File: src/design/bpa_pkg.sv
package bpa_pkg;

   localparam int ADDR_W    = 48;
   localparam int COUNT_W   = 13;
   localparam int MODE_W    = 2;
   localparam int SHIFT_W   = 5;
   localparam int MAXO_W    = 4;
   localparam int CSR_IDX_W = 2;

   localparam logic [COUNT_W-1:0] COUNT_MAX = 13'd8191;

   localparam logic [MODE_W-1:0] MODE_RESERVE = 2'd0;
   localparam logic [MODE_W-1:0] MODE_FREE    = 2'd1;
   localparam logic [MODE_W-1:0] MODE_ADD     = 2'd2;

   localparam logic [CSR_IDX_W-1:0] REG_PAGE_SHIFT = 2'd0;
   localparam logic [CSR_IDX_W-1:0] REG_BASE_ADDR  = 2'd1;
   localparam logic [CSR_IDX_W-1:0] REG_MAX_ORDER  = 2'd2;

   typedef enum logic [4:0] {
      ST_CLEAR,
      ST_IDLE,
      ST_DISPATCH,
      ST_PREP,
      ST_SHIFT,
      ST_ORDER,
      ST_SEARCH,
      ST_TAKE_RD,
      ST_TAKE_WR,
      ST_SPLIT,
      ST_SPLIT_CHK,
      ST_PUSH_A,
      ST_PUSH_B,
      ST_IDX_SUB,
      ST_IDX_SHIFT,
      ST_TAG_RD,
      ST_TAG_CHK,
      ST_TAG_RD2,
      ST_TAG_CHK2,
      ST_PB_START,
      ST_PB_RD,
      ST_PB_CHK,
      ST_DONE
   } state_type;

   typedef enum logic [4:0] {
      CMD_NONE,
      CMD_CLEAR,
      CMD_LOAD,
      CMD_PREP,
      CMD_SHIFT,
      CMD_ORDER_STEP,
      CMD_SET_K,
      CMD_SEARCH_NEXT,
      CMD_SEARCH_HIT,
      CMD_TAKE_RD,
      CMD_TAKE_WR,
      CMD_SPLIT_STEP,
      CMD_PUSH_A,
      CMD_PUSH_B,
      CMD_IDX_SUB,
      CMD_IDX_SHIFT,
      CMD_TAG_RD,
      CMD_ALIGN,
      CMD_K_LOAD,
      CMD_K_ZERO,
      CMD_PB_START,
      CMD_PB_RD,
      CMD_PB_MERGE,
      CMD_PB_SET,
      CMD_RES_OK,
      CMD_FAIL,
      CMD_EMIT
   } cmd_type;

   typedef struct packed {
      logic              clear_last;
      logic              v_zero;
      logic              j_at_top;
      logic              j_eq_k;
      logic              head_ne;
      logic              idx_ok;
      logic              tag_free;
      logic              merge_ok;
      logic              pb_stop;
      logic              bud_ok;
      logic              out_free;
      logic [MODE_W-1:0] mode;
   } status_type;

endpackage

File: src/design/bpa_ctrl.sv
module bpa_ctrl (
   input  logic                clock,
   input  logic                reset,
   input  logic                req_valid,
   output logic                req_ready,
   input  bpa_pkg::status_type status,
   output bpa_pkg::cmd_type    cmd
);
   import bpa_pkg::*;

   state_type state_ff, state_in;

   always_ff @(posedge clock) begin
      if (reset) begin
         state_ff <= ST_CLEAR;
      end else begin
         state_ff <= state_in;
      end
   end

   always_comb begin
      state_in = state_ff;
      unique case (state_ff)
         ST_CLEAR:     if (status.clear_last) state_in = ST_IDLE;
         ST_IDLE:      if (req_valid) state_in = ST_DISPATCH;
         ST_DISPATCH: begin
            unique case (status.mode) inside
               MODE_RESERVE:        state_in = ST_PREP;
               MODE_FREE, MODE_ADD: state_in = ST_IDX_SUB;
               default:             state_in = ST_DONE;
            endcase
         end
         ST_PREP:      state_in = ST_SHIFT;
         ST_SHIFT:     state_in = ST_ORDER;
         ST_ORDER: begin
            if (status.v_zero) state_in = ST_SEARCH;
            else if (status.j_at_top) state_in = ST_DONE;
         end
         ST_SEARCH: begin
            if (status.head_ne) state_in = ST_TAKE_RD;
            else if (status.j_at_top) state_in = ST_DONE;
         end
         ST_TAKE_RD:   state_in = ST_TAKE_WR;
         ST_TAKE_WR:   state_in = ST_SPLIT;
         ST_SPLIT: begin
            if (status.j_eq_k) state_in = ST_DONE;
            else state_in = ST_SPLIT_CHK;
         end
         ST_SPLIT_CHK: state_in = status.bud_ok ? ST_PUSH_A : ST_SPLIT;
         ST_PUSH_A:    state_in = ST_PUSH_B;
         ST_PUSH_B:    state_in = (status.mode == MODE_RESERVE) ? ST_SPLIT : ST_DONE;
         ST_IDX_SUB:   state_in = ST_IDX_SHIFT;
         ST_IDX_SHIFT: state_in = ST_TAG_RD;
         ST_TAG_RD:    state_in = status.idx_ok ? ST_TAG_CHK : ST_DONE;
         ST_TAG_CHK: begin
            if (status.tag_free) state_in = ST_DONE;
            else if (status.mode == MODE_FREE) state_in = ST_TAG_RD2;
            else state_in = ST_PB_START;
         end
         ST_TAG_RD2:   state_in = ST_TAG_CHK2;
         ST_TAG_CHK2:  state_in = status.tag_free ? ST_DONE : ST_PB_START;
         ST_PB_START:  state_in = ST_PB_RD;
         ST_PB_RD:     state_in = status.pb_stop ? ST_PUSH_A : ST_PB_CHK;
         ST_PB_CHK:    state_in = status.merge_ok ? ST_PB_RD : ST_PUSH_A;
         ST_DONE:      if (status.out_free) state_in = ST_IDLE;
         default:      state_in = ST_IDLE;
      endcase
   end

   always_comb begin
      cmd       = CMD_NONE;
      req_ready = 1'b0;
      unique case (state_ff)
         ST_CLEAR:     cmd = CMD_CLEAR;
         ST_IDLE: begin
            req_ready = 1'b1;
            if (req_valid) cmd = CMD_LOAD;
         end
         ST_DISPATCH:  cmd = CMD_NONE;
         ST_PREP:      cmd = CMD_PREP;
         ST_SHIFT:     cmd = CMD_SHIFT;
         ST_ORDER: begin
            if (status.v_zero) cmd = CMD_SET_K;
            else if (status.j_at_top) cmd = CMD_FAIL;
            else cmd = CMD_ORDER_STEP;
         end
         ST_SEARCH: begin
            if (status.head_ne) cmd = CMD_SEARCH_HIT;
            else if (status.j_at_top) cmd = CMD_FAIL;
            else cmd = CMD_SEARCH_NEXT;
         end
         ST_TAKE_RD:   cmd = CMD_TAKE_RD;
         ST_TAKE_WR:   cmd = CMD_TAKE_WR;
         ST_SPLIT:     cmd = status.j_eq_k ? CMD_RES_OK : CMD_SPLIT_STEP;
         ST_SPLIT_CHK: cmd = CMD_NONE;
         ST_PUSH_A:    cmd = CMD_PUSH_A;
         ST_PUSH_B:    cmd = CMD_PUSH_B;
         ST_IDX_SUB:   cmd = CMD_IDX_SUB;
         ST_IDX_SHIFT: cmd = CMD_IDX_SHIFT;
         ST_TAG_RD:    if (status.idx_ok) cmd = CMD_TAG_RD;
         ST_TAG_CHK: begin
            if (!status.tag_free) begin
               cmd = (status.mode == MODE_FREE) ? CMD_ALIGN : CMD_K_ZERO;
            end
         end
         ST_TAG_RD2:   cmd = CMD_TAG_RD;
         ST_TAG_CHK2:  if (!status.tag_free) cmd = CMD_K_LOAD;
         ST_PB_START:  cmd = CMD_PB_START;
         ST_PB_RD:     cmd = status.pb_stop ? CMD_PB_SET : CMD_PB_RD;
         ST_PB_CHK:    cmd = status.merge_ok ? CMD_PB_MERGE : CMD_PB_SET;
         ST_DONE:      if (status.out_free) cmd = CMD_EMIT;
         default:      cmd = CMD_NONE;
      endcase
   end
endmodule

File: config.mk
export PLATFORM = sky130hd
export DESIGN_NAME = bpa_ctrl
export DESIGN_NICKNAME = d
export VERILOG_FILES = /design/src/design/bpa_pkg.sv /design/src/design/bpa_ctrl.sv
export SDC_FILE = /design/constraint.sdc
export NUM_CORES = 1
export LEC_CHECK = 0
export BUFFER_PORTS_ARGS = -buffer_cell sky130_fd_sc_hd__buf_2
export CAP_MARGIN = 20
export CORE_MARGIN = 5
export CORE_UTILIZATION = 35
export CTS_CLUSTER_SIZE = 20
export DETAILED_ROUTE_END_ITERATION = 12
export PLACE_DENSITY_LB_ADDON = 0.2
export SLEW_MARGIN = 20
export SYNTH_ARGS = -nofsm -noshare
export SYNTH_HDL_FRONTEND = slang
export SYNTH_SLANG_ARGS = --single-unit
File: constraint.sdc
create_clock -name clock -period 1.64 [get_ports clock]
set_input_delay 0.246 -clock clock [delete_from_list [all_inputs] [get_ports clock]]
set_output_delay 0.246 -clock clock [all_outputs]
set_load 0.005 [all_outputs]
After elaboration in Yosys (flattened, before gate mapping)
Cells that the tools add are included.
Cells by class
  add/sub/neg operators: 0
  multipliers: 0
  div/mod/pow operators: 0
  $lt $le $gt $ge: 0
  eq/ne operators: 27
  shift-type cells: 0
  multiplexer cells: 31
  bitwise gates (word level): 0
  reduce and logical (&&, ||, !) cells: 4
Operator list (number)
  $pmux W5 S23: 1
  $pmux W5 S21: 1
  $mux W5: 19
  $eq A5 B4 Y1 const B: 8
  $eq A5 B5 Y1 const B: 7
  $eq A5 B3 Y1 const B: 4
  $eq A5 B2 Y1 const B: 2
  $pmux W5 S2: 1
  $mux W3: 3
  $mux W2: 4
  $ne A2 B2 Y1 const B: 3
  $eq A5 B1 Y1 const B: 1
  $logic_not A5 Y1: 1
  $reduce_and A3 Y1: 1
  $eq A2 B1 Y1 const B: 1
  $eq A2 B2 Y1 const B: 1
  $logic_not A2 Y1: 1
  $mux W1: 2
  $reduce_or A2 Y1: 1
Storage, ports and cells
  flip-flop bits (word level): 5
  latch bits: 0
  memory bits (writable): 0
  ROM bits: 0
  input bits: 16
  word-level logic and storage cells: 63
  memories kept: 0

Depth between registers and ports, before layout
Gate-level depths: netlist of the first run.
  depth after elaboration: 4
  depth in mapped cells: 7

Worst setup path after synthesis of the first run
No wires, ideal clock.
  path kind: register -> output
  from: reg state_ff[4]
  to: out cmd[3]
  data arrival time: 1.393 ns
  slack: 0.001 ns
  stages on the path, launching flop included: 6
  buffers on the path: 0
  cells stage by stage: dfxtp_1 or2_4 or4_4 a22oi_1 a21oi_1 o21ai_1
Between the ends
  cells in the longest elaborated chain, start to end: 2
  elaborated cells on any way between the ends: 22
Ends and longest elaborated chain
  start: declaration: line bpa_ctrl.sv:11  | state_type state_ff, state_in;
  start signal: assignment: line bpa_ctrl.sv:17  | state_ff <= state_in;
  $eq A5 B5 Y1 (tied with other cells): line bpa_ctrl.sv:73  | unique case (state_ff)
  $pmux W5 S21 *: line bpa_ctrl.sv:73
  end: declaration: line bpa_ctrl.sv:7  | output bpa_pkg::cmd_type cmd
Every way passes the cells marked *; elsewhere a longest branch is shown, timed or not.

Final worst setup path of the first run
  from: reg state_ff[1]
  to: out cmd[0]
Same word-level chain as after synthesis.

==> impl_metrics.env, run 1 <==
export IMPL_cp_slowest_cell="or4_1"
export IMPL_coreArea_um2=2730
export IMPL_cap_violations=0
export IMPL_worst_slew_pin_slew_ns=0.410
export IMPL_antenna_found_initial=0
export IMPL_crit_arrival_ns=1.73
export IMPL_rsz0062_at_grt="yes"
export IMPL_finalNonFillerCells=244
export IMPL_grt_use_total_pct=22.3
export IMPL_cp_end_kind="primary output"
export IMPL_synth_warnings=0
export IMPL_utilization_pct=58.1
export IMPL_drt_iter0_drc=104
export IMPL_io_pins=22
export IMPL_synth_top_area_share_pct=10.0
export IMPL_required_ns=1.39
export IMPL_synth_most_common_cell="nand2_1"
export IMPL_synth_cells=155
export IMPL_failed_checks="negative setup slack"
export IMPL_port_buffers=21
export IMPL_start_kind="flip-flop"
export IMPL_synth_main_ff_cell="dfxtp_1"
export IMPL_reg2reg_setup_slack_ns=-0.06
export IMPL_synth_edf_count=0
export IMPL_syn_area_um2=998
export IMPL_drc=0
export IMPL_seq_area_um2=111
export IMPL_whs_ns=0.261
export IMPL_dieArea_um2=4020
export IMPL_synthTopCellsByCount="nand2_1, a21oi_1, o21ai_0, inv_1"
export IMPL_ys_seq_area_share_pct=10.0
export IMPL_setup_slack_ns=-0.335
export IMPL_start_util_pct=36.5
export IMPL_pre_cts_slack_ns=-0.160
export IMPL_antenna_cells=0
export IMPL_setup_viol=7
export IMPL_fin_crit_sh_pct=120
export IMPL_yosysUniqueCellTypes=50
export IMPL_combPwrFrac_pct=74.9
export IMPL_vias=1566
export IMPL_largestRegisters="state_ff x5"
export IMPL_crit_chain="buf_6 > nor2b_2 > nand3_1 > nor2_1 > or4_1 > buf_2"
export IMPL_largest_register_ffs=5
export IMPL_multi_input_area_um2=905
export IMPL_pwr_share_seq_pct=13.8
export IMPL_gp_congestion=0.965
export IMPL_vias_per_cell=6.42
export IMPL_grt_max_degree=11
export IMPL_regMostFlops="state_ff"
export IMPL_yosys_top_cells_area="dfxtp_1, nand2_1, a21oi_1"
export IMPL_grt_pass1_wl_um=7280
export IMPL_drv_slew=0
export IMPL_slew_headroom_pct=72.5
export IMPL_status="finished, violations left"
export IMPL_die_y_um=63.4
export IMPL_fin_skew_ns=0.00190
export IMPL_holdCritPathClass="input pin to flip-flop"
export IMPL_routed_wl_um=4570
export IMPL_p_switching_w=0.000616
export IMPL_switching_share_pct=45.7
export IMPL_holdBufCountCts=0
export IMPL_dp_cells=233
export IMPL_crit_path_max_fanout=8
export IMPL_p_leak_nw=0.672
export IMPL_cts_htree_levels=1
export IMPL_final_area_um2=1590
export IMPL_detail_route_wl_per_cell_um=18.7
export IMPL_p_clk_share_pct=11.3
export IMPL_overflow=0
export IMPL_numCtsBuffers=3
export IMPL_ys_ff_latch=5
export IMPL_clockBufferDepth=2
export IMPL_syn2layout_area_growth_pct=59.0
export IMPL_drive_above_1_share_pct=45.5
export IMPL_fillers=262
export IMPL_placed_area_um2=1380
export IMPL_firstDrtPassIters=5
export IMPL_cts_root_buf="clkbuf_4"
export IMPL_min_to="state_ff[1]$_SDFFE_PP0P_"
export IMPL_hp_start="reset"
export IMPL_worstSetupPathType="flip-flop to primary output"
export IMPL_clock_latency_ns=0.25
export IMPL_dp_hpwl_um=3250
export IMPL_slowest_delay_ns=0.40
export IMPL_p_int_w=0.000732
export IMPL_grt_pass1_vias=1528
export IMPL_ant_nets=0
export IMPL_peakVddDrop_v=0.000597
export IMPL_hold_viol=0
export IMPL_async_flop_share_pct=0
export IMPL_cts_sinks=5
export IMPL_worst_r2r_endpoint="state_ff[0]$_SDFFE_PP0P_"
export IMPL_clk_pin_slew_ns=0.05
export IMPL_fmax_mhz=506
export IMPL_syn_nets=174
export IMPL_cts_tree="done"
export IMPL_rows=19
export IMPL_r2r_start="state_ff[1]$_SDFFE_PP0P_"
export IMPL_whs_path_depth=2
export IMPL_power_density_nw_per_um2=849
export IMPL_syn_avg_cell_area_um2=6.44
export IMPL_synth_largest_area_cell="dfxtp_1"
export IMPL_period_needed_ns=1.97
export IMPL_finalNetCount=233
export IMPL_chipWidth_um=63.4
export IMPL_reg2reg_depth=7
[cells in the final DEF, fill, tap and decap left out, drive strengths merged, types with 3 or more instances in the layout]
| cell | count |
|---|---|
| nand3 | 6 |
| inv | 10 |
| a21oi | 14 |
| dfxtp | 5 |
| clkbuf | 4 |
| nor3 | 5 |
| nand4 | 3 |
| nand2b | 5 |
| nand2 | 19 |
| nor2b | 6 |
| a31oi | 8 |
| o221ai | 3 |
| nor4 | 3 |
| o21ai | 14 |
| nor2 | 5 |
| o211ai | 3 |
| ha | 3 |
| buf | 65 |
[through the flow]
| step | power, W | setup TNS, ns |
|---|---|---|
| after CTS | 0.00125 | -1.35 |
| after global routing | 0.00144 | -2.14 |
| final | 0.00135 | -1.49 |
| after floorplan | 0.000622 | 0 |
| after global placement | 0.00103 | -0.418 |
| after detailed placement | 0.00103 | -0.483 |
[worst max-delay path by stage]
stage                     cells past startpoint     end                startpoint  slack [ns]
final                                         6  cmd[0]  state_ff[1]$_SDFFE_PP0P_       -0.33
after global routing                          7  cmd[3]  state_ff[1]$_SDFFE_PP0P_       -0.42
after CTS                                     6  cmd[0]  state_ff[2]$_SDFFE_PP0P_       -0.33
after detailed placement                      6  cmd[0]  state_ff[2]$_SDFFE_PP0P_       -0.16
after global placement                        6  cmd[0]  state_ff[2]$_SDFFE_PP0P_        -0.1
after floorplan                               5  cmd[3]  state_ff[4]$_SDFFE_PP0P_      0.0006
[worst max-delay path: cells and delay by family (launching register included)]
family	cells	cell delay, ns
AND/OR/NAND/NOR	4	0.83
flip-flops	1	0.37
buffers and inverters	2	0.28
[cell families (layout without fill, tap and decap cells)]
group	after synthesis	in the layout	share of synthesized area [%]
multiplexers	2	2	2.13
XOR/XNOR	1	1	0.877
AO/OA/AOI/OAI	64	64	42.9
AND/OR/NAND/NOR	59	59	31.6
buffers and inverters	21	79	8.77
adder cells (fa/ha/maj)	3	3	3.76
flip-flops	5	5	10.0
[timing repair]
action / CTS / global route
endpoints found under the setup margin: 9 / 11
pin swaps: 6 / 7
endpoints found under the hold margin: 0 / 0
gates cloned: 0 / 0
resized for setup: 22 / 17
setup buffers: 6 / 1
[layout make-up]
type	count	share of cell area, %
Multi-Input combinational cell	129	57.0
Timing Repair Buffer	65	29.4
Sequential cell	5	7.01
Inverter	10	2.52
Tap cell	31	2.44
Clock buffer	4	1.65
[power groups by stage]
| stage | Combinational [W] | Sequential (W) | Clock, W |
|---|---|---|---|
| 5_1_grt | 0.00108 | 0.000190 | 0.000167 |
| 2_1_floorplan | 0.000461 | 0.000161 | 0 |
| 6_report | 0.00101 | 0.000186 | 0.000152 |
| 4_1_cts | 0.000922 | 0.000179 | 0.000150 |
| 3_3_place_gp | 0.000857 | 0.000172 | 0 |
| 3_5_place_dp | 0.000861 | 0.000172 | 0 |
[per-layer routing]
layer  routed length [um]  global-route usage [%]  share of wire (%)  vias up
met5                    0                       0                  0        -
met4                  122                    9.09                2.7        0
met3                  484                    5.33                 11       26
met2                 2170                    35.8                 47      111
met1                 1800                    28.2                 39      718
li1                     -                       -                  -      711
Note: power is estimated with default switching activity, not from simulation.
==> inputs of run 2 (changes only) <==
--- a/config.mk
+++ b/config.mk
@@ -11,8 +11,10 @@
 export CORE_UTILIZATION = 35
 export CTS_CLUSTER_SIZE = 20
 export DETAILED_ROUTE_END_ITERATION = 12
+export GPL_ROUTABILITY_DRIVEN = 0
 export PLACE_DENSITY_LB_ADDON = 0.2
 export SLEW_MARGIN = 20
 export SYNTH_ARGS = -nofsm -noshare
 export SYNTH_HDL_FRONTEND = slang
 export SYNTH_SLANG_ARGS = --single-unit
+export TNS_END_PERCENT = 20
==> run 2 against run 1 <==
  * The run still ends with negative setup slack left
  * Register-to-register slack about the same
  * Worst setup slack better by 0.0097 ns
  * Critical path depth unchanged
  * Cell count shrank 3.3%
  * Via count decreased by 6.8%
  * Sequential power decreased by 6%
  * First-iteration DRC count is 36% higher
  * Sequential share of layout area increased by 0.30 points
  * Clock skew down 0.0016 ns
  * Power down 9.7%
  * Critical endpoint is now cmd[3]
==> impl_metrics.env, run 2 (synthesis gave the netlist of run 1 again) <==
export IMPL_status="finished, violations left"
export IMPL_failed_checks="negative setup slack"
export IMPL_worst_r2r_endpoint="state_ff[0]$_SDFFE_PP0P_"
export IMPL_r2r_start="state_ff[4]$_SDFFE_PP0P_"
export IMPL_vias=1459
export IMPL_cts_setup_buffers=0
export IMPL_vias_per_cell=6.18
export IMPL_chipWidth_um=63.4
export IMPL_final_common_cell="buf_4"
export IMPL_min_to="state_ff[3]$_SDFFE_PP0P_"
export IMPL_ant_nets=0
export IMPL_hp_start="reset"
export IMPL_power_density_nw_per_um2=847
export IMPL_clk_pin_slew_ns=0.04
export IMPL_detail_route_wl_per_cell_um=17.4
export IMPL_dieArea_um2=4020
export IMPL_peakVddDrop_v=0.000618
export IMPL_clock_latency_ns=0.25
export IMPL_clockBufferDepth=2
export IMPL_crit_arrival_ns=1.72
export IMPL_pre_cts_slack_ns=-0.0793
export IMPL_slew_headroom_pct=74.3
export IMPL_hold_viol=0
export IMPL_finalNetCount=225
export IMPL_largestRegisters="state_ff x5"
export IMPL_final_cell_mix="buf_4, buf_2, nand2_1"
export IMPL_cp_top_family="simple AND/OR/NAND/NOR gates"
export IMPL_io_pins=22
export IMPL_holdBufCountCts=0
export IMPL_cp_end_kind="primary output"
export IMPL_fmax_mhz=509
export IMPL_reg2reg_depth=6
export IMPL_antenna_cells=0
export IMPL_drc=0
export IMPL_setup_slack_ns=-0.325
export IMPL_p_leak_nw=0.608
export IMPL_rows=19
export IMPL_rsz0062_at_grt="yes"
export IMPL_routed_wl_um=4100
export IMPL_dp_cells=232
export IMPL_crit_buf_inv=1
export IMPL_worstSetupPathType="flip-flop to primary output"
export IMPL_start_util_pct=36.5
export IMPL_required_ns=1.39
export IMPL_worst_slew_pin_slew_ns=0.383
export IMPL_grt_use_total_pct=20.3
export IMPL_cp_slowest_cell="or4_4"
export IMPL_start_kind="flip-flop"
export IMPL_crit_path_max_fanout=3
export IMPL_utilization_pct=52.5
export IMPL_reg2reg_setup_slack_ns=-0.05
export IMPL_die_y_um=63.4
export IMPL_setup_viol=8
export IMPL_crit_chain="or2_4 > or4_4 > a22oi_2 > a21oi_1 > o21ai_1 > buf_2"
export IMPL_antenna_found_initial=0
export IMPL_drive_above_1_share_pct=38.5
export IMPL_numCtsBuffers=3
export IMPL_drt_iter0_drc=141
export IMPL_fin_crit_sh_pct=120
export IMPL_holdCritPathClass="input pin to flip-flop"
export IMPL_fin_skew_ns=0.000287
export IMPL_grt_pass1_wl_um=6690
export IMPL_cts_tree="done"
export IMPL_cts_sinks=5
export IMPL_largest_register_ffs=5
export IMPL_slowest_delay_ns=0.50
export IMPL_grt_max_degree=15
export IMPL_syn2layout_area_growth_pct=43.9
export IMPL_regMostFlops="state_ff"
export IMPL_cap_violations=0
export IMPL_drv_slew=0
export IMPL_finalNonFillerCells=236
export IMPL_dp_hpwl_um=3210
export IMPL_whs_path_depth=2
export IMPL_period_needed_ns=1.96
export IMPL_port_buffers=21
export IMPL_firstDrtPassIters=4
export IMPL_coreArea_um2=2730
export IMPL_overflow=0
export IMPL_cts_htree_levels=1
export IMPL_grt_pass1_vias=1391
export IMPL_cts_root_buf="clkbuf_4"
==> run 2: cell types whose count changed in the layout (fill, tap and decap cells not counted), sizes merged <==
| cell | previous run | this run |
|---|---|---|
| buf | 65 | 57 |
==> run 2: worst reg2reg max path: stages, from the launching register on <==
cell      delay [ns]
dfxtp_1         0.30
or2_4           0.24
or4_4           0.50
buf_4           0.16
o221ai_2        0.14
a31oi_1         0.08
a31oi_2         0.17
==> run 2: what timing repair did <==
item | in CTS | in global routing
pin swaps | 3 | 0
endpoints found under the setup margin | 8 | 10
gates resized for setup | 9 | 5
endpoints found under the hold margin | 0 | 0
==> run 2: metrics by stage <==
stage | cell area [um2] | hold WS, ns | power [W] | TNS [ns]
3_3_place_gp | 1360 | 0.493 | 0.00101 | -0.276
4_1_cts | 1420 | 0.218 | 0.00118 | -1.41
2_1_floorplan | 998 | 0.315 | 0.000622 | 0
3_5_place_dp | 1360 | 0.485 | 0.00101 | -0.341
5_1_grt | 1440 | 0.233 | 0.00130 | -2.17
6_report | 1440 | 0.227 | 0.00122 | -1.46
==> run 2: layout make-up <==
type | count | area (um2)
Fill cell | 272 | 1300
Multi-Input combinational cell | 129 | 850
Timing Repair Buffer | 57 | 379
Sequential cell | 5 | 105
Tap cell | 31 | 38.8
Inverter | 10 | 37.5
Clock buffer | 4 | 26.3
==> run 2: power breakdown <==
part / internal (W) / switching, W
Clock: 0.0000923 / 0.0000558
Sequential: 0.000146 / 0.0000282
Combinational: 0.000417 / 0.000478
==> run 2: per-layer routing <==
layer / share of wire (%) / global-route usage [%] / vias to the layer above / wire, um
met4: 3.8 / 9.61 / 0 / 157
met2: 47 / 32.6 / 91 / 1920
met5: 0 / 0 / - / 0
met1: 39 / 25.7 / 657 / 1610
met3: 10 / 4.09 / 20 / 408
li1: - / - / 691 / -
==> run 2: worst max path at each step <==
stage | startpoint | to | slack (ns) | cells after the start
floorplan | state_ff[4]$_SDFFE_PP0P_ | cmd[3] | 0.0006 | 5
global placement | state_ff[4]$_SDFFE_PP0P_ | cmd[3] | -0.08 | 6
detailed placement | state_ff[4]$_SDFFE_PP0P_ | cmd[3] | -0.08 | 6
CTS | state_ff[4]$_SDFFE_PP0P_ | cmd[3] | -0.32 | 6
global route | state_ff[4]$_SDFFE_PP0P_ | cmd[3] | -0.41 | 6
finish | state_ff[4]$_SDFFE_PP0P_ | cmd[3] | -0.33 | 6
